--- src/hw/rtl/sdmct_pkg.sv ---
`timescale 1ns / 1ps
// ----------------------------------------------------------------------------
// sdmct_pkg
// Shared types and constants of the split direct-mapped cache tag block.
// ----------------------------------------------------------------------------
package sdmct_pkg;

    localparam int ADDR_W   = 32;
    localparam int MAX_SETS = 1024;
    localparam int SET_W    = $clog2(MAX_SETS);
    localparam int TAG_W    = ADDR_W;
    localparam int LINE_W   = TAG_W + 1;
    localparam int CNT_W    = 32;
    localparam int CFG_W    = 4;
    localparam int SHAMT_W  = CFG_W + 1;
    localparam int ACT_W    = 2;

    // APB map: register i at byte address 4*i
    localparam int APB_DW      = 32;
    localparam int PADDR_W     = 3;
    localparam int REG_SEL_LSB = 2;
    localparam int REG_SEL_W   = PADDR_W - REG_SEL_LSB;

    localparam logic [REG_SEL_W-1:0] REG_INDEX_BITS  = REG_SEL_W'(0);
    localparam logic [REG_SEL_W-1:0] REG_OFFSET_BITS = REG_SEL_W'(1);

    localparam logic [CFG_W-1:0] INDEX_BITS_RST  = CFG_W'(8);
    localparam logic [CFG_W-1:0] OFFSET_BITS_RST = CFG_W'(4);

    localparam logic [CNT_W-1:0] CNT_MAX = {CNT_W{1'b1}};

    // upper bit of the access kind selects the instruction side
    localparam int ACT_INST_BIT = 1;

    typedef struct packed {
        logic [ACT_W-1:0]  action;
        logic [ADDR_W-1:0] address;
    } t_access;

    typedef struct packed {
        logic             hit;
        logic [CNT_W-1:0] hits_so_far;
        logic [CNT_W-1:0] misses_so_far;
    } t_result;

    typedef struct packed {
        logic [CFG_W-1:0] index_bits;
        logic [CFG_W-1:0] offset_bits;
    } t_cfg;

    typedef struct packed {
        logic clear;
        logic load;
        logic lookup;
        logic update;
    } t_dp_cmd;

    typedef struct packed {
        logic clear_last;
    } t_dp_status;

    function automatic logic [CNT_W-1:0] sat_inc(input logic [CNT_W-1:0] c);
        return (c == CNT_MAX) ? c : c + CNT_W'(1);
    endfunction

endpackage

--- src/hw/rtl/sdmct_regs.sv ---
`timescale 1ns / 1ps
// ----------------------------------------------------------------------------
// sdmct_regs
// APB configuration registers: index width and offset width.
// ----------------------------------------------------------------------------
module sdmct_regs (
    input  logic                           i_clk,
    input  logic                           i_rst_n,
    input  logic                           psel,
    input  logic                           penable,
    input  logic                           pwrite,
    input  logic [sdmct_pkg::PADDR_W-1:0]  paddr,
    input  logic [sdmct_pkg::APB_DW-1:0]   pwdata,
    output logic [sdmct_pkg::APB_DW-1:0]   prdata,
    output logic                           pready,
    output sdmct_pkg::t_cfg                o_cfg
);
    import sdmct_pkg::*;

    logic [REG_SEL_W-1:0] reg_sel;
    logic                 wr_en;
    t_cfg                 r_cfg;
    t_cfg                 n_cfg;

    assign reg_sel = paddr[PADDR_W-1:REG_SEL_LSB];
    assign wr_en   = psel & penable & pwrite;
    assign pready  = 1'b1;

    always_comb begin
        n_cfg = r_cfg;
        if (wr_en) begin
            unique case (reg_sel)
                REG_INDEX_BITS:  n_cfg.index_bits  = pwdata[CFG_W-1:0];
                REG_OFFSET_BITS: n_cfg.offset_bits = pwdata[CFG_W-1:0];
                default: ;
            endcase
        end
    end

    always_comb begin
        unique case (reg_sel)
            REG_INDEX_BITS:  prdata = APB_DW'(r_cfg.index_bits);
            REG_OFFSET_BITS: prdata = APB_DW'(r_cfg.offset_bits);
            default:         prdata = '0;
        endcase
    end

    always_ff @(posedge i_clk) begin
        if (!i_rst_n) begin
            r_cfg.index_bits  <= INDEX_BITS_RST;
            r_cfg.offset_bits <= OFFSET_BITS_RST;
        end else begin
            r_cfg <= n_cfg;
        end
    end

    assign o_cfg = r_cfg;

endmodule

--- config.mk ---
export PLATFORM = sky130hd
export DESIGN_NAME = sdmct_regs
export DESIGN_NICKNAME = d
export VERILOG_FILES = /design/src/hw/rtl/sdmct_pkg.sv /design/src/hw/rtl/sdmct_regs.sv
export SDC_FILE = /design/constraint.sdc
export NUM_CORES = 1
export LEC_CHECK = 0
export BUFFER_PORTS_ARGS = -buffer_cell sky130_fd_sc_hd__buf_2
export CORE_MARGIN = 2
export CORE_UTILIZATION = 32
export DETAILED_ROUTE_END_ITERATION = 12
export GPL_TIMING_DRIVEN = 0
export PLACE_DENSITY = 0.88
export SYNTH_ARGS = -nofsm -noshare
export SYNTH_HDL_FRONTEND = slang
export SYNTH_SLANG_ARGS = --single-unit
--- constraint.sdc ---
create_clock -name i_clk -period 1.85 [get_ports i_clk]
set_clock_uncertainty 0.2 [all_clocks]
set_input_delay 0 -clock i_clk [delete_from_list [all_inputs] [get_ports i_clk]]
set_output_delay 0 -clock i_clk [all_outputs]
set_load 0.02 [all_outputs]
# ---- Word level (Yosys, flattened, before mapping)
# Index checks and enable logic that the tools add are counted.
dict set report word_totals {
  reg_bits 8
  in_bits 40
  out_inout_bits 41
  elab_cells 8
}
dict set report op_classes {
  mux 1
  n_bitwise 3
  n_reduce_logical 2
}
# operator n
set ops {}
lappend ops {{32-bit one-hot mux with 2 select lines} 1}
lappend ops {{2-bit AND reduction} 2}
lappend ops {{1-bit AND} 2}
lappend ops {{1-bit inverter} 1}

# ---- Depth between registers and ports, before layout
# Gate-level depths: netlist of the first run.
dict set report logic_depth {
  ltp_word 3
  depth_mapped 3
  ltp_nobuf 2
}

# ---- Worst setup path before layout of the first run
# Ideal clock, no wire load.
dict set report synth_path {
  path_kind {register to output}
  from {register r_cfg, in the netlist o_cfg[2]}
  to {output prdata[2] in the netlist's numbering}
  arrival_ns 0.699
  t_required_ns 1.650
  slack_ns 0.951
  path_stages_with_launch 2
  path_buffers 0
  cell_sequence {dfxtp_1 mux2_2}
}
dict set report synth_between {
  elab_chain_len 1
}
# item line_no
set synth_rtl {}
lappend synth_rtl {{start: declaration} sdmct_regs.sv:22} ;# t_cfg r_cfg;
lappend synth_rtl {{start signal: assignment} sdmct_regs.sv:53} ;# r_cfg <= n_cfg;
lappend synth_rtl {{32-bit one-hot mux with 2 select lines} sdmct_regs.sv:41} ;# unique case (reg_sel)
lappend synth_rtl {{end: declaration} sdmct_regs.sv:14} ;# output logic [sdmct_pkg::APB_DW-1:0] prdata,
# Every way passes these cells. The select of a mux whose other input is x is not followed.

==> results of run 1 <==
[worst max-delay path: stages]
cell and delay (ps):
dlygate4sd3_1 520, buf_2 130, clkbuf_1 320, nand2_1 140, mux2i_1 150
[kinds of logic after synthesis]
| kind of cell | share of synthesized area |
|---|---|
| buffers and inverters | 0.379 |
| and+or+nand+nor | 0.132 |
| muxes | 0.209 |
| DFF | 0.268 |
| other | 0.0126 |
[synth_stat cells (all sizes together)]
library cell and number:
nand4 1, mux2 4, mux2i 8, nand2 10, nor2b 4, and4b 1
conb 2, buf 29, dfxtp 8, clkbuf 2
[metal layers]
layer / global-route usage / up-vias / routed length [um]
li1: - / 275 / -
met1: 0.0892 / 224 / 406
met2: 0.219 / 28 / 696
met3: 0.0500 / 0 / 150
met4: 0.0500 / 0 / 0
met5: 0 / - / 0
[layout by cell type, fill, tap and decap left out, types with 3 or more instances in the layout]
master | Yosys | layout
mux2_2 | 4 | 4
dfxtp_1 | 8 | 8
mux2i_1 | 8 | 8
dlygate4sd3_1 | 0 | 5
conb_1 | 2 | 29
buf_2 | 0 | 21
nor2b_1 | 4 | 4
buf_4 | 29 | 29
clkbuf_4 | 0 | 3
nand2_1 | 10 | 10
[worst max path at each step]
| stage | to | slack [ps] | cells after the start |
|---|---|---|---|
| after floorplan | prdata[2] | 950 | 1 |
| after global placement | o_cfg[7]$_SDFFE_PN1P_ | 820 | 4 |
| after detailed placement | o_cfg[4]$_SDFFE_PN0P_ | 780 | 4 |
| after CTS | o_cfg[1]$_SDFFE_PN0P_ | 560 | 5 |
| after global routing | o_cfg[0]$_SDFFE_PN0P_ | 470 | 5 |
| final | o_cfg[1]$_SDFFE_PN0P_ | 570 | 5 |
[power by group]
part / total, mW / leakage (nW) / switching (mW) / internal, mW
Combinational: 0.162 / 0.462 / 0.0909 / 0.0715
Sequential: 0.179 / 0.0648 / 0.00258 / 0.176
Clock: 0.129 / 0.0138 / 0.0550 / 0.0739
[cell type report]
class / instances / area [um2] / share of cell area
flip-flops and latches: 8 / 160 / 0.176
well taps: 25 / 31.3 / 0.0344
clock buffers: 3 / 22.5 / 0.0248
multi-input cells: 57 / 313 / 0.344
repair buffers: 26 / 155 / 0.171
plain buffers: 31 / 226 / 0.249
[metrics by stage]
step	setup WS, ps	total power [mW]	hold slack [ps]	util	cell area (um2)
after floorplan	951	0.310	-61.2	-	699
after global placement	816	0.332	59.6	0.479	836
after detailed placement	777	0.334	69.1	0.479	836
after CTS	555	0.471	71.3	0.520	908
after global routing	467	0.496	72.7	0.520	908
final	571	0.470	68.1	0.520	908
[repair_timing]
action	in CTS	in global routing
hold endpoints to repair	8	0
gates resized for setup	0	0
hold buffers	5	0
==> summary.txt, run 1 <==
Largest register FFs: 8
Lkg Pwr: 0.540 nW
die width: 47.2 um
worst r2r src: o_cfg[2]$_SDFFE_PN1P_
Critical Path RT: 1820 ps
max frequency: 782 MHz
final cell count without fillers: 150
share of layout cells above drive strength 1: 0.464
CP max FO: 10
antenna viol nets, final: 0
DRC Markers: 0
clock transition at the registers of the reported paths: 60 ps
worst setup path start: i_rst_n
H-tree Lvls: 1
P&R area growth vs syn: 51.9%
Yosys warning count: 0
Fin Setup TNS: 0 ps
Num CTS Buffers: 3
total core area: 0.00175 mm2
Die Y: 47.2 um
post-synthesis cell type count: 11
startpoint class of the critical path: primary input
I/O Buffers: 21
vias in the first global route: 419
final hold violations: 0
Tcrit/Tclk final: 0.692
initial DRC count: 1
outcome: finished clean
DP Wirelength: 1040 um
Final nets: 167
# diodes: 0
Worst Hold End: o_cfg[0]$_SDFFE_PN0P_
Vias/cell: 3.51
Max Slew Vio Count: 0
RSZ-0062 raised after global routing: false
largest net degree at the start of global routing: 11
dpl cells: 142
initial antenna violation count: 0
clock sink count: 8
Reg2Reg Depth: 2
reg2reg end: o_cfg[2]$_SDFFE_PN1P_
r2r setup slk: 1030 ps
maximum VDD drop: 0.215 mV
CP Class: primary input to register
cell count after synthesis: 69
Row Count: 15
Yosys reg bits: 8
Tmin final: 1280 ps
# setup viols final: 0
top post-synthesis cells by area: buf_4, dfxtp_1, mux2i_1
largest area contributor in the netlist: buf_4
clk buf depth: 2
GRT Residual Overflow: 0
CTS tree: done
overall die area: 0.00223 mm2
Min-Delay Startpoint: pwrite
CP Capture Type: register
CTS Root Cell: clkbuf_4
I/O pins: 81
Initial Utilization: 0.343
average wire per standard cell: 8.35 um
Max Cap Violations: 0
post-CTS setup buffer count: 0
via count: 527
Post-Syn Area per Cell: 8.67 um2
worst-skew pair later-pin latency: 250 ps
Hold WC Path Type: primary input to register
first-pass GRT wire length: 1650 um
DR pass1 iterations: 2
Fill cells: 174
Mapped Area: 598 um2
PD cells: 518 mW/mm2
WL final: 1250 um
total track usage: 0.110
hold path depth: 3
final weighted congestion in routability-driven placement: 0.584
Synth top area share: 0.364
Critical Path AT: 1250 ps
sequential share of the synthesized area: 0.268
(Power assumes the default switching activity.)
==> inputs of run 2 (changes only) <==
--- a/config.mk
+++ b/config.mk
@@ -7,10 +7,10 @@
 export LEC_CHECK = 0
 export BUFFER_PORTS_ARGS = -buffer_cell sky130_fd_sc_hd__buf_2
 export CORE_MARGIN = 2
-export CORE_UTILIZATION = 32
+export CORE_UTILIZATION = 30
 export DETAILED_ROUTE_END_ITERATION = 12
 export GPL_TIMING_DRIVEN = 0
-export PLACE_DENSITY = 0.88
+export PLACE_DENSITY = 0.83
 export SYNTH_ARGS = -nofsm -noshare
 export SYNTH_HDL_FRONTEND = slang
 export SYNTH_SLANG_ARGS = --single-unit
==> constraint.sdc (replaced) <==
create_clock -name i_clk -period 1.2 [get_ports i_clk]
set_clock_uncertainty 0.2 [all_clocks]
set_input_delay 0 -clock i_clk [delete_from_list [all_inputs] [get_ports i_clk]]
set_output_delay 0 -clock i_clk [all_outputs]
set_load 0.02 [all_outputs]
==> run 2 against run 1 <==
Critical path depth decreased by 3. First-iteration DRC count grew to 7.0 times the previous value. Setup slack worse by 540 ps. Via count is 1.7% lower.
==> summary.txt, run 2 (synthesis gave the netlist of run 1 again) <==
worst setup path start: o_cfg[2]$_SDFFE_PN1P_
largest net degree at the start of global routing: 11
initial DRC count: 7
met3 Use GR: 0.0432
final weighted congestion in routability-driven placement: 0.710
WP depth: 2
CP max FO: 3
total core area: 0.00192 mm2
Num CTS Buffers: 3
P&R area growth vs syn: 58.2%
Lkg Pwr: 0.548 nW
worst r2r src: o_cfg[2]$_SDFFE_PN1P_
post-CTS setup buffer count: 0
Hold WC Path Type: primary input to register
# diodes: 0
final hold violations: 0
Max Slew Vio Count: 0
GRT Residual Overflow: 0
Tcrit/Tclk final: 0.975
vias in the first global route: 439
Reg2Reg Depth: 2
clock sink count: 8
CP max-delay cell: dfxtp_2
Storage cell area: 170 um2
CP peak stage delay: 320 ps
reg2reg end: o_cfg[2]$_SDFFE_PN1P_
antenna viol nets, final: 0
I/O Buffers: 21
worst-skew pair later-pin latency: 250 ps
Crit path max-delay family: flip-flops
Worst Path Buf+Inv: 1
Fill cells: 198
Max Cap Violations: 0
fin util: 0.492
outcome: finished clean
CP Capture Point: prdata[2]
Critical Path RT: 1000 ps
startpoint class of the critical path: register
maximum VDD drop: 0.464 mV
WL final: 1180 um
area occupied by multi-input gates: 313 um2
PD cells: 781 mW/mm2
CP Class: register to output pin
die width: 48.7 um
CTS Root Cell: clkbuf_4
Row Count: 16
I/O pins: 81
average wire per standard cell: 7.76 um
DR pass1 iterations: 3
Final nets: 167
Die Y: 48.7 um
Tot Pwr: 0.738 mW
CP Cell Sequence: mux2_2, buf_6
Critical Path AT: 970 ps
max frequency: 855 MHz
# setup viols final: 0
Initial Utilization: 0.311
overall die area: 0.00237 mm2
RSZ-0062 raised after global routing: true
clk buf depth: 2
r2r setup slk: 380 ps
Largest register FFs: 8
CP Capture Type: output pin
Top Usage Layer GRT: met2
Vias/cell: 3.41
H-tree Lvls: 1
most frequent cells in the layout: buf_4, conb_1, buf_2
via count: 518
DRC Markers: 0
total track usage: 0.0959
clock transition at the registers of the reported paths: 60 ps
CTS tree: done
share of layout cells above drive strength 1: 0.528
DP Wirelength: 997 um
first-pass GRT wire length: 1780 um
Tmin final: 1170 ps
M2 GR Usage: 0.167
met1 usage: 0.0983
initial antenna violation count: 0
## run 2: worst min-delay path, delay by kind of cell
kind | cells | cell delay [ps]
multiplexers | 1 | 110
buffers and inverters | 1 | 100
AND/OR/NAND/NOR | 1 | 240
## run 2: how the worst min path moves through the flow
stage               from                     to  slack, ps  depth (start not counted)
5_1_grt           pwrite  o_cfg[0]$_SDFFE_PN0P_         70                          3
4_1_cts           pwrite  o_cfg[2]$_SDFFE_PN1P_         60                          3
2_1_floorplan  pwdata[3]  o_cfg[3]$_SDFFE_PN0P_        -60                          2
3_3_place_gp   pwdata[3]  o_cfg[3]$_SDFFE_PN0P_         60                          3
3_5_place_dp   pwdata[3]  o_cfg[3]$_SDFFE_PN0P_         80                          3
6_report          pwrite  o_cfg[1]$_SDFFE_PN0P_         50                          3
## run 2: stage by stage
step	setup TNS (ps)	worst slack, ps	area, um2	std cells	hold slack (ps)
floorplan	0	301	699	96	-61.2
global placement	0	175	838	144	57.4
detailed placement	0	138	838	144	76.0
CTS	0	2.84	911	152	60.1
global route	-7.26	-4.61	946	152	71.6
finish	0	30.5	946	152	52.4
## run 2: area by class of cell
cell class / count / share of cell area
plain buffers: 31 / 0.239
clock buffers: 3 / 0.0238
flip-flops and latches: 8 / 0.180
repair buffers: 26 / 0.190
multi-input cells: 57 / 0.331
well taps: 27 / 0.0357
## run 2: what timing repair did
action	CTS	global route
hold endpoints to repair	8	0
setup endpoints to repair	0	4
hold buffers	5	0
gates resized for setup	0	16
## run 2: metal layers
| layer | vias to the layer above | wire length, um |
|---|---|---|
| li1 | 276 | - |
| met1 | 209 | 443 |
| met2 | 33 | 552 |
| met3 | 0 | 183 |
| met4 | 0 | 0 |
| met5 | - | 0 |
## run 2: where the power goes
part	leakage, nW	switching [mW]	internal (mW)
Combinational	0.467	0.141	0.118
Sequential	0.0668	0.00384	0.273
Clock	0.0138	0.0889	0.114
Total	0.548	0.233	0.505
