File: config.mk
export PLATFORM = sky130hd
export DESIGN_NAME = sdmct_ctrl
export DESIGN_NICKNAME = d
export VERILOG_FILES = /design/src/hw/rtl/sdmct_pkg.sv /design/src/hw/rtl/sdmct_ctrl.sv
export SDC_FILE = /design/constraint.sdc
export NUM_CORES = 1
export LEC_CHECK = 0
export ABC_AREA = 1
export CAP_MARGIN = 10
export CORE_AREA = 10 10 47 49
export CTS_BUF_LIST = sky130_fd_sc_hd__clkbuf_2 sky130_fd_sc_hd__clkbuf_4 sky130_fd_sc_hd__clkbuf_8
export DETAILED_ROUTE_END_ITERATION = 10
export DIE_AREA = 0 0 57 59
export DONT_BUFFER_PORTS = 1
export PLACE_DENSITY = 0.3
export RECOVER_POWER = 100
export SYNTH_ARGS = -nofsm -noshare
export SYNTH_HDL_FRONTEND = slang
export SYNTH_SLANG_ARGS = --single-unit
File: constraint.sdc
create_clock -name i_clk -period 1.25 [get_ports i_clk]
set_clock_uncertainty 0.2 [all_clocks]
set_input_delay 0.125 -clock i_clk [delete_from_list [all_inputs] [get_ports i_clk]]
set_output_delay 0.125 -clock i_clk [all_outputs]
set_load 0.02 [all_outputs]
File: src/hw/rtl/sdmct_pkg.sv
`timescale 1ns / 1ps
// ----------------------------------------------------------------------------
// sdmct_pkg
// Shared types and constants of the split direct-mapped cache tag block.
// ----------------------------------------------------------------------------
package sdmct_pkg;

    localparam int ADDR_W   = 32;
    localparam int MAX_SETS = 1024;
    localparam int SET_W    = $clog2(MAX_SETS);
    localparam int TAG_W    = ADDR_W;
    localparam int LINE_W   = TAG_W + 1;
    localparam int CNT_W    = 32;
    localparam int CFG_W    = 4;
    localparam int SHAMT_W  = CFG_W + 1;
    localparam int ACT_W    = 2;

    // APB map: register i at byte address 4*i
    localparam int APB_DW      = 32;
    localparam int PADDR_W     = 3;
    localparam int REG_SEL_LSB = 2;
    localparam int REG_SEL_W   = PADDR_W - REG_SEL_LSB;

    localparam logic [REG_SEL_W-1:0] REG_INDEX_BITS  = REG_SEL_W'(0);
    localparam logic [REG_SEL_W-1:0] REG_OFFSET_BITS = REG_SEL_W'(1);

    localparam logic [CFG_W-1:0] INDEX_BITS_RST  = CFG_W'(8);
    localparam logic [CFG_W-1:0] OFFSET_BITS_RST = CFG_W'(4);

    localparam logic [CNT_W-1:0] CNT_MAX = {CNT_W{1'b1}};

    // upper bit of the access kind selects the instruction side
    localparam int ACT_INST_BIT = 1;

    typedef struct packed {
        logic [ACT_W-1:0]  action;
        logic [ADDR_W-1:0] address;
    } t_access;

    typedef struct packed {
        logic             hit;
        logic [CNT_W-1:0] hits_so_far;
        logic [CNT_W-1:0] misses_so_far;
    } t_result;

    typedef struct packed {
        logic [CFG_W-1:0] index_bits;
        logic [CFG_W-1:0] offset_bits;
    } t_cfg;

    typedef struct packed {
        logic clear;
        logic load;
        logic lookup;
        logic update;
    } t_dp_cmd;

    typedef struct packed {
        logic clear_last;
    } t_dp_status;

    function automatic logic [CNT_W-1:0] sat_inc(input logic [CNT_W-1:0] c);
        return (c == CNT_MAX) ? c : c + CNT_W'(1);
    endfunction

endpackage

File: src/hw/rtl/sdmct_ctrl.sv
`timescale 1ns / 1ps
// ----------------------------------------------------------------------------
// sdmct_ctrl
// Sequencer: clearing pass after reset, then lookup and update per access.
// ----------------------------------------------------------------------------
module sdmct_ctrl (
    input  logic                  i_clk,
    input  logic                  i_rst_n,
    input  logic                  i_start,
    input  sdmct_pkg::t_dp_status i_status,
    output sdmct_pkg::t_dp_cmd    o_cmd,
    output logic                  o_busy
);
    import sdmct_pkg::*;

    typedef enum logic [3:0] {
        S_CLEAR  = 4'b0001,
        S_IDLE   = 4'b0010,
        S_LOOKUP = 4'b0100,
        S_UPDATE = 4'b1000
    } t_state;

    t_state r_state;
    t_state n_state;

    always_comb begin
        n_state = r_state;
        o_cmd   = '0;
        unique case (r_state)
            S_CLEAR: begin
                o_cmd.clear = 1'b1;
                if (i_status.clear_last) begin
                    n_state = S_IDLE;
                end
            end
            S_IDLE: begin
                if (i_start) begin
                    o_cmd.load = 1'b1;
                    n_state    = S_LOOKUP;
                end
            end
            S_LOOKUP: begin
                o_cmd.lookup = 1'b1;
                n_state      = S_UPDATE;
            end
            S_UPDATE: begin
                o_cmd.update = 1'b1;
                n_state      = S_IDLE;
            end
            default: n_state = S_CLEAR;
        endcase
    end

    always_ff @(posedge i_clk) begin
        if (!i_rst_n) begin
            r_state <= S_CLEAR;
        end else begin
            r_state <= n_state;
        end
    end

    assign o_busy = (r_state != S_IDLE);

endmodule

# Yosys cells after proc, flatten, opt, wreduce, memory -nomap -nowiden
# Index checks and enable logic that the tools add are counted.
[word_totals] elab_cells=17 regBits=4
[classes] eq_ne=7 reduce_logical=1 n_mux=8
[op_table] op="$pmux W4 S4" count=1
[op_table] op="$mux W4" count=2
[op_table] op="$mux W1" count=5
[op_table] op="$eq A4 B1 Y1 const B" count=1
[op_table] op="$eq A4 B2 Y1 const B" count=1
[op_table] op="$eq A4 B3 Y1 const B" count=1
[op_table] op="$eq A4 B4 Y1 const B" count=1
[op_table] op="$ne A2 B2 Y1 const B" count=2
[op_table] op="$ne A4 B2 Y1 const B" count=1
[op_table] op="$reduce_and A2 Y1" count=1

# Longest topological paths before layout
# Gate-level depths: netlist of the first run.
[depth] depth_word=3 ltp_mapped=7 mapped_depth_nobuf=7

# Worst setup path after synthesis of the first run
# Ideal clock, no wire load.
[synth_path] path_type="flip-flop to flip-flop" startpoint="register r_state[1]" endpoint="register r_state[0]" slack_ps=-23 stages_incl_launch_ff=7 arrival_ps=960 required_ps=938 setup_time_ps=112 period_less_slack_ps=1273 path_cell_list="dfxtp_1 inv_2 nand2_1 nor2_1 nor2_1 nand2_1 nand2_1"
[synth_via] elab_chain_len=3
[synth_lines] item="start, declared" line_no="sdmct_ctrl.sv:23" source="t_state r_state;"
[synth_lines] item="start signal, assigned" line_no="sdmct_ctrl.sv:58" source="r_state <= n_state;"
[synth_lines] item="$eq A4 B1 Y1 or $eq A4 B2 Y1 (tied branches)" line_no="sdmct_ctrl.sv:29" source="unique case (r_state)"
[synth_lines] item="$ne A2 B2 Y1 (no source line)"
[synth_lines] item="$reduce_and A2 Y1 (no source line)"
# Several ways; a longest one is shown, not always the timed one.
# A chain may end at the register's enable or synchronous reset.

==> results of run 1 <==
placed cells by master (no fill, tap or decap), drive strengths merged:
| master | count |
|---|---|
| clkbuf | 3 |
| dlygate4sd3 | 3 |
| nand3b | 1 |
| nor2 | 14 |
| nand2 | 13 |
| nor3 | 2 |
| buf | 12 |
| dfxtp | 4 |
| inv | 8 |
report_power, final:
group          leakage, nW  internal [mW]  total, mW  switching, mW
clock network       0.0138          0.107      0.153         0.0466
registers           0.0342          0.147      0.169         0.0211
logic                0.175         0.0973      0.219          0.122
metal layers:
| layer | vias up | routed length, um |
|---|---|---|
| met5 | - | 0 |
| met4 | 0 | 31 |
| met3 | 4 | 48 |
| met2 | 13 | 339 |
| met1 | 130 | 301 |
| li1 | 158 | - |
cell families (layout without fill, tap and decap cells):
| kind of cell | after synthesis | in the layout | share of synthesized area, % |
|---|---|---|---|
| flip-flops | 4 | 4 | 32.82 |
| buffers and inverters | 8 | 26 | 12.31 |
| AND/OR/NAND/NOR | 30 | 30 | 54.87 |
area by class of cell:
class / count / area [sq um] / area share (%)
multi-input combinational: 30 / 173.9 / 37.27
clock buffer: 3 / 22.52 / 4.826
inverter: 8 / 35.03 / 7.507
tap: 16 / 20.02 / 4.290
sequential: 4 / 87.58 / 18.77
timing repair buffer: 15 / 127.6 / 27.35
worst min-delay path: stages, from the launching register on:
cell     delay, ps
dfxtp_2        340
nand2_2        100
nor3_1          50
through the flow:
stage          cell area (sq um)  setup TNS [ps]  utilization (%)
5_1_grt                    466.7          -435.4            33.30
6_report                   466.7          -153.4            33.30
3_3_place_gp               299.0               0            21.34
4_1_cts                    415.4          -253.4            29.64
3_5_place_dp               299.0               0            21.34
2_1_floorplan              249.0               0                -
worst max-delay path by stage:
stage,start,to,slack (ps)
after floorplan,r_state[1],o_cmd[2],70
after global placement,r_state[2],o_cmd[2],70
after detailed placement,r_state[1],o_cmd[2],50
after CTS,r_state[1],o_cmd[2],-60
after global routing,r_state[3],o_cmd[3],-90
final,r_state[1],o_cmd[2],-50
repair_timing:
action | 4_1_cts | 5_1_grt
gates resized for setup | 7 | 12
hold endpoints to repair | 4 | 0
endpoints found under the setup margin | 5 | 6
hold buffers | 3 | 0
pin swaps | 3 | 3
buffers inserted | 6 | 2
==> results.cfg, run 1 <==
[setup_path]
cp.depth = 4
path_class = reg -> out
timing.rr.end = r_state[0]
crit_path_max_incr_delay_ps = 340
rrSetupSlack_ps = -20
worst_r2r_path_depth = 8
required_ps = 930
end_kind = output pin
critPathTopFamily = flip-flops
cp.arrival_ps = 970
cp-start-kind = flip-flop
critPathMostFrequentCell = nor2_4
path_cells = inv_4, nor2_4, nand2_4, nor2_4
crit_buf_inv = 1
r2r-start = r_state[3]
cp_max_fo = 4
cp_slowest_cell = dfxtp_2

[sta]
hold_viol_final = 0
post-route-period-util_pct = 103.9
post-route-min-period_ps = 1299
fmax_ghz = 0.7700
holdWs_ps = 336.2
grt_setup_unrepaired = true
slew_headroom_pct = 89.69
worstMarginPinSlew_ps = 154.3
final_max_slew_viol_count = 0
setup_violations = 6
fin_ws_ps = -48.63

[worst_hold_path]
hold_path_startpoint = r_state[2]
min_path_type = reg -> reg
min_to = r_state[3]
min_path_cells = 2

[synthesis]
ys_top_cells_by_area = dfxtp_1 33%, nand2_1 18%, nor2_1 14%, nor2_2 13%, inv_1 9.2%
synth_commonest_cells = 12 x nand2_1, 9 x nor2_1, 6 x inv_1
syn_area_per_cell_sq_um = 5.809
syn-instance-count = 42
synth-edff-count = 0
syn_area_sq_um = 244.0
synth-warning-count = 0
synth_seq_area_share_pct = 32.82
yosys.area.top_type = dfxtp_1
synthArstFlopShare_pct = 0
ys_seq_elements = 4
synth_top_area_share_pct = 32.82
synth_nets = 46
synth_cell_types = 9
yosysMostFrequentCell = nand2_1
ys_dominant_reg_cell = dfxtp_1

[power_and_ir_drop]
max-vdd-ir-drop_v = 0.0005858
power.total_mw = 0.5411
powerDensity_mw_per_mm2 = 1159
leakage_nw = 0.2228

[clock_network]
cts-root-buf = clkbuf_4
clock_sinks = 4
h-tree-depth = 1
cts_buffers = 3
clk_path_buf_depth = 2
cts_tree = done
clock_latency_ps = 230
path_clk_slew_ps = 30

[detailed_routing]
vias_per_cell = 4.013
drc = 0
dr.first_iter.drc_count = 2
drt-total-wl_um = 720
dr.pass1.iters = 2
wl_per_cell_um = 9.474
antenna_left = 0
vias = 305

[die]
die_h_um = 59
initial_core_util_pct = 17.41
fp.dieW_um = 57
io_pins = 9
die-area_sq_mm = 0.003363
num_rows = 14
core-area_sq_mm = 0.001401

[global_route]
grt_pass1_vias = 298
grt-ovfl-total = 0
grt_pass1_wl_um = 1090
global_route.usage.met3_pct = 1.931
grt_start_max_net_pins = 5
grt_use_total_pct = 4.228
use_met2_pct = 6.047
antenna_found_initial = 0
grt_busiest_layer = met2
grtUsageMet1_pct = 4.137

[layout]
largestRegisters = r_state: 4 flops
drive_gt1_share_pct = 55.00
area_growth_pct = 91.28
fillers = 163
fin_nets = 66
diodes = 0
final_cells = 76
largest_reg_flops = 4
largest-register = r_state

[place]
place_hpwl_um = 542.9
post-place-ws_ps = 52.92
place_congestion = 0.7292
dp.cells = 62
port_buffers = 0

[outcome]
violations = setup timing
outcome = complete, but fails checks

[run]
drv_cap = 0
(Power assumes the default switching activity.)
==> inputs of run 2 (changes only) <==
==> constraint.sdc (replaced) <==
create_clock -name i_clk -period 1.24 [get_ports i_clk]
set_clock_uncertainty 0.2 [all_clocks]
set_input_delay 0.124 -clock i_clk [delete_from_list [all_inputs] [get_ports i_clk]]
set_output_delay 0.124 -clock i_clk [all_outputs]
set_load 0.02 [all_outputs]
==> results.cfg, run 2 (same netlist as run 1, synthesis figures left out) <==
[outcome]
outcome = complete, but fails checks
violations = setup timing

[power_and_ir_drop]
power_frac_comb_pct = 42.3
max-vdd-ir-drop_v = 0.0003796
power.switching_mw = 0.2026
seqPwrFrac_pct = 29.3
power.total_mw = 0.5582
clockPowerShare_pct = 28.4
leakage_nw = 0.2254
p_int_mw = 0.3555
switching_share_pct = 36.30
powerDensity_mw_per_mm2 = 1132

[detailed_routing]
vias_per_cell = 4.040
wl_per_cell_um = 9.107
dr.first_iter.drc_count = 0
drc = 0
antenna_left = 0
drt-total-wl_um = 683
vias = 303
dr.pass1.iters = 1

[global_route]
grt-ovfl-total = 0
grt_pass1_wl_um = 1145
grt_pass1_vias = 323
grt_use_total_pct = 4.496
antenna_found_initial = 0
grt_start_max_net_pins = 5

[clock_network]
clock_sinks = 4
h-tree-depth = 1
cts_buffers = 3
clk_path_buf_depth = 2
cts-root-buf = clkbuf_4
clock_latency_ps = 230
cts_tree = done
path_clk_slew_ps = 30

[sta]
worstMarginPinSlew_ps = 153.5
post-route-period-util_pct = 104.7
fmax_ghz = 0.7702
final_max_slew_viol_count = 0
setup_violations = 5
fin_tns_setup_ps = -189.4
hold_viol_final = 0
slew_headroom_pct = 89.74
post-route-min-period_ps = 1298
grt_setup_unrepaired = true
fin_ws_ps = -58.43

[layout]
fillers = 157
largest-register = r_state
final_cells = 75
drive_gt1_share_pct = 64.41
largest_reg_flops = 4
largestRegisters = r_state: 4 flops
area_growth_pct = 102.1
mostFrequentLayoutCells = 8 x buf_4, 7 x nand2_1, 6 x nor2_4
fin_area_sq_um = 493.0
fin_nets = 65
final_common_cell = buf_4
diodes = 0

[die]
core-area_sq_mm = 0.001401
die-area_sq_mm = 0.003363
num_rows = 14
initial_core_util_pct = 17.41
die_h_um = 59
io_pins = 9
fp.dieW_um = 57

[place]
port_buffers = 0
place_congestion = 0.7173
post-place-ws_ps = 59.39
dp.cells = 62
place_hpwl_um = 507
placed_cell_area_sq_um = 299.0

[setup_path]
cp.arrival_ps = 970
timing.rr.end = r_state[0]
required_ps = 920
rrSetupSlack_ps = 20
cp-start-kind = flip-flop
worst_r2r_path_depth = 8
path_class = reg -> out
r2r-start = r_state[3]
end_kind = output pin
cp_max_fo = 4

[worst_hold_path]
min_to = r_state[3]
min_path_cells = 2
min_path_type = reg -> reg
hold_path_startpoint = r_state[2]

[run]
drv_cap = 0
-- run 2: changes by cell type in the layout (fill, tap and decap cells not counted), sizes merged --
cell	delta
buf	-1
-- run 2: what timing repair did --
item | in CTS | in global routing
setup buffers | 6 | 2
pin swaps | 4 | 6
setup endpoints to repair | 5 | 7
hold buffers | 3 | 0
hold endpoints to repair | 4 | 0
resized for setup | 10 | 20
-- run 2: how the worst max path moves through the flow --
stage	endpoint	slack, ps	cells after the start	startpoint
3_5_place_dp	o_cmd[2]	60	4	r_state[1]
5_1_grt	o_cmd[2]	-110	3	r_state[2]
4_1_cts	o_cmd[2]	-70	3	r_state[3]
3_3_place_gp	o_cmd[2]	60	4	r_state[1]
2_1_floorplan	o_cmd[2]	60	4	r_state[1]
6_report	o_cmd[2]	-60	3	r_state[2]
-- run 2: layer usage --
| metal | track usage (%) | wire length (um) |
|---|---|---|
| met5 | 0 | 0 |
| met4 | 6.040 | 34 |
| met3 | 1.502 | 31 |
| met2 | 6.667 | 325 |
| met1 | 4.281 | 292 |
-- run 2: through the flow --
stage	utilization, %	hold WS (ps)
final	35.18	344.7
after global routing	35.18	361.1
after CTS	30.45	380.2
after detailed placement	21.34	87.10
after global placement	21.34	83.70
after floorplan	-	64.55
-- run 2: cell type report --
type / count / area [sq um] / area share, %
multi-input combinational: 30 / 198.9 / 40.36
timing repair buffer: 14 / 123.9 / 25.13
sequential: 4 / 92.59 / 18.78
inverter: 8 / 35.03 / 7.107
clock buffer: 3 / 22.52 / 4.569
tap: 16 / 20.02 / 4.061
-- run 2: power groups by stage --
| stage | logic, mW | registers [mW] | clock network (mW) |
|---|---|---|---|
| finish | 0.236 | 0.164 | 0.159 |
| global route | 0.266 | 0.165 | 0.168 |
| CTS | 0.196 | 0.160 | 0.163 |
| detailed placement | 0.147 | 0.163 | 0 |
| global placement | 0.147 | 0.164 | 0 |
| floorplan | 0.111 | 0.161 | 0 |
-- run 2: critical path, stage by stage, from the launching register on --
cell and delay [ps]:
dfxtp_4 350, nor2_4 130, nand2_4 80, nor2_4 170
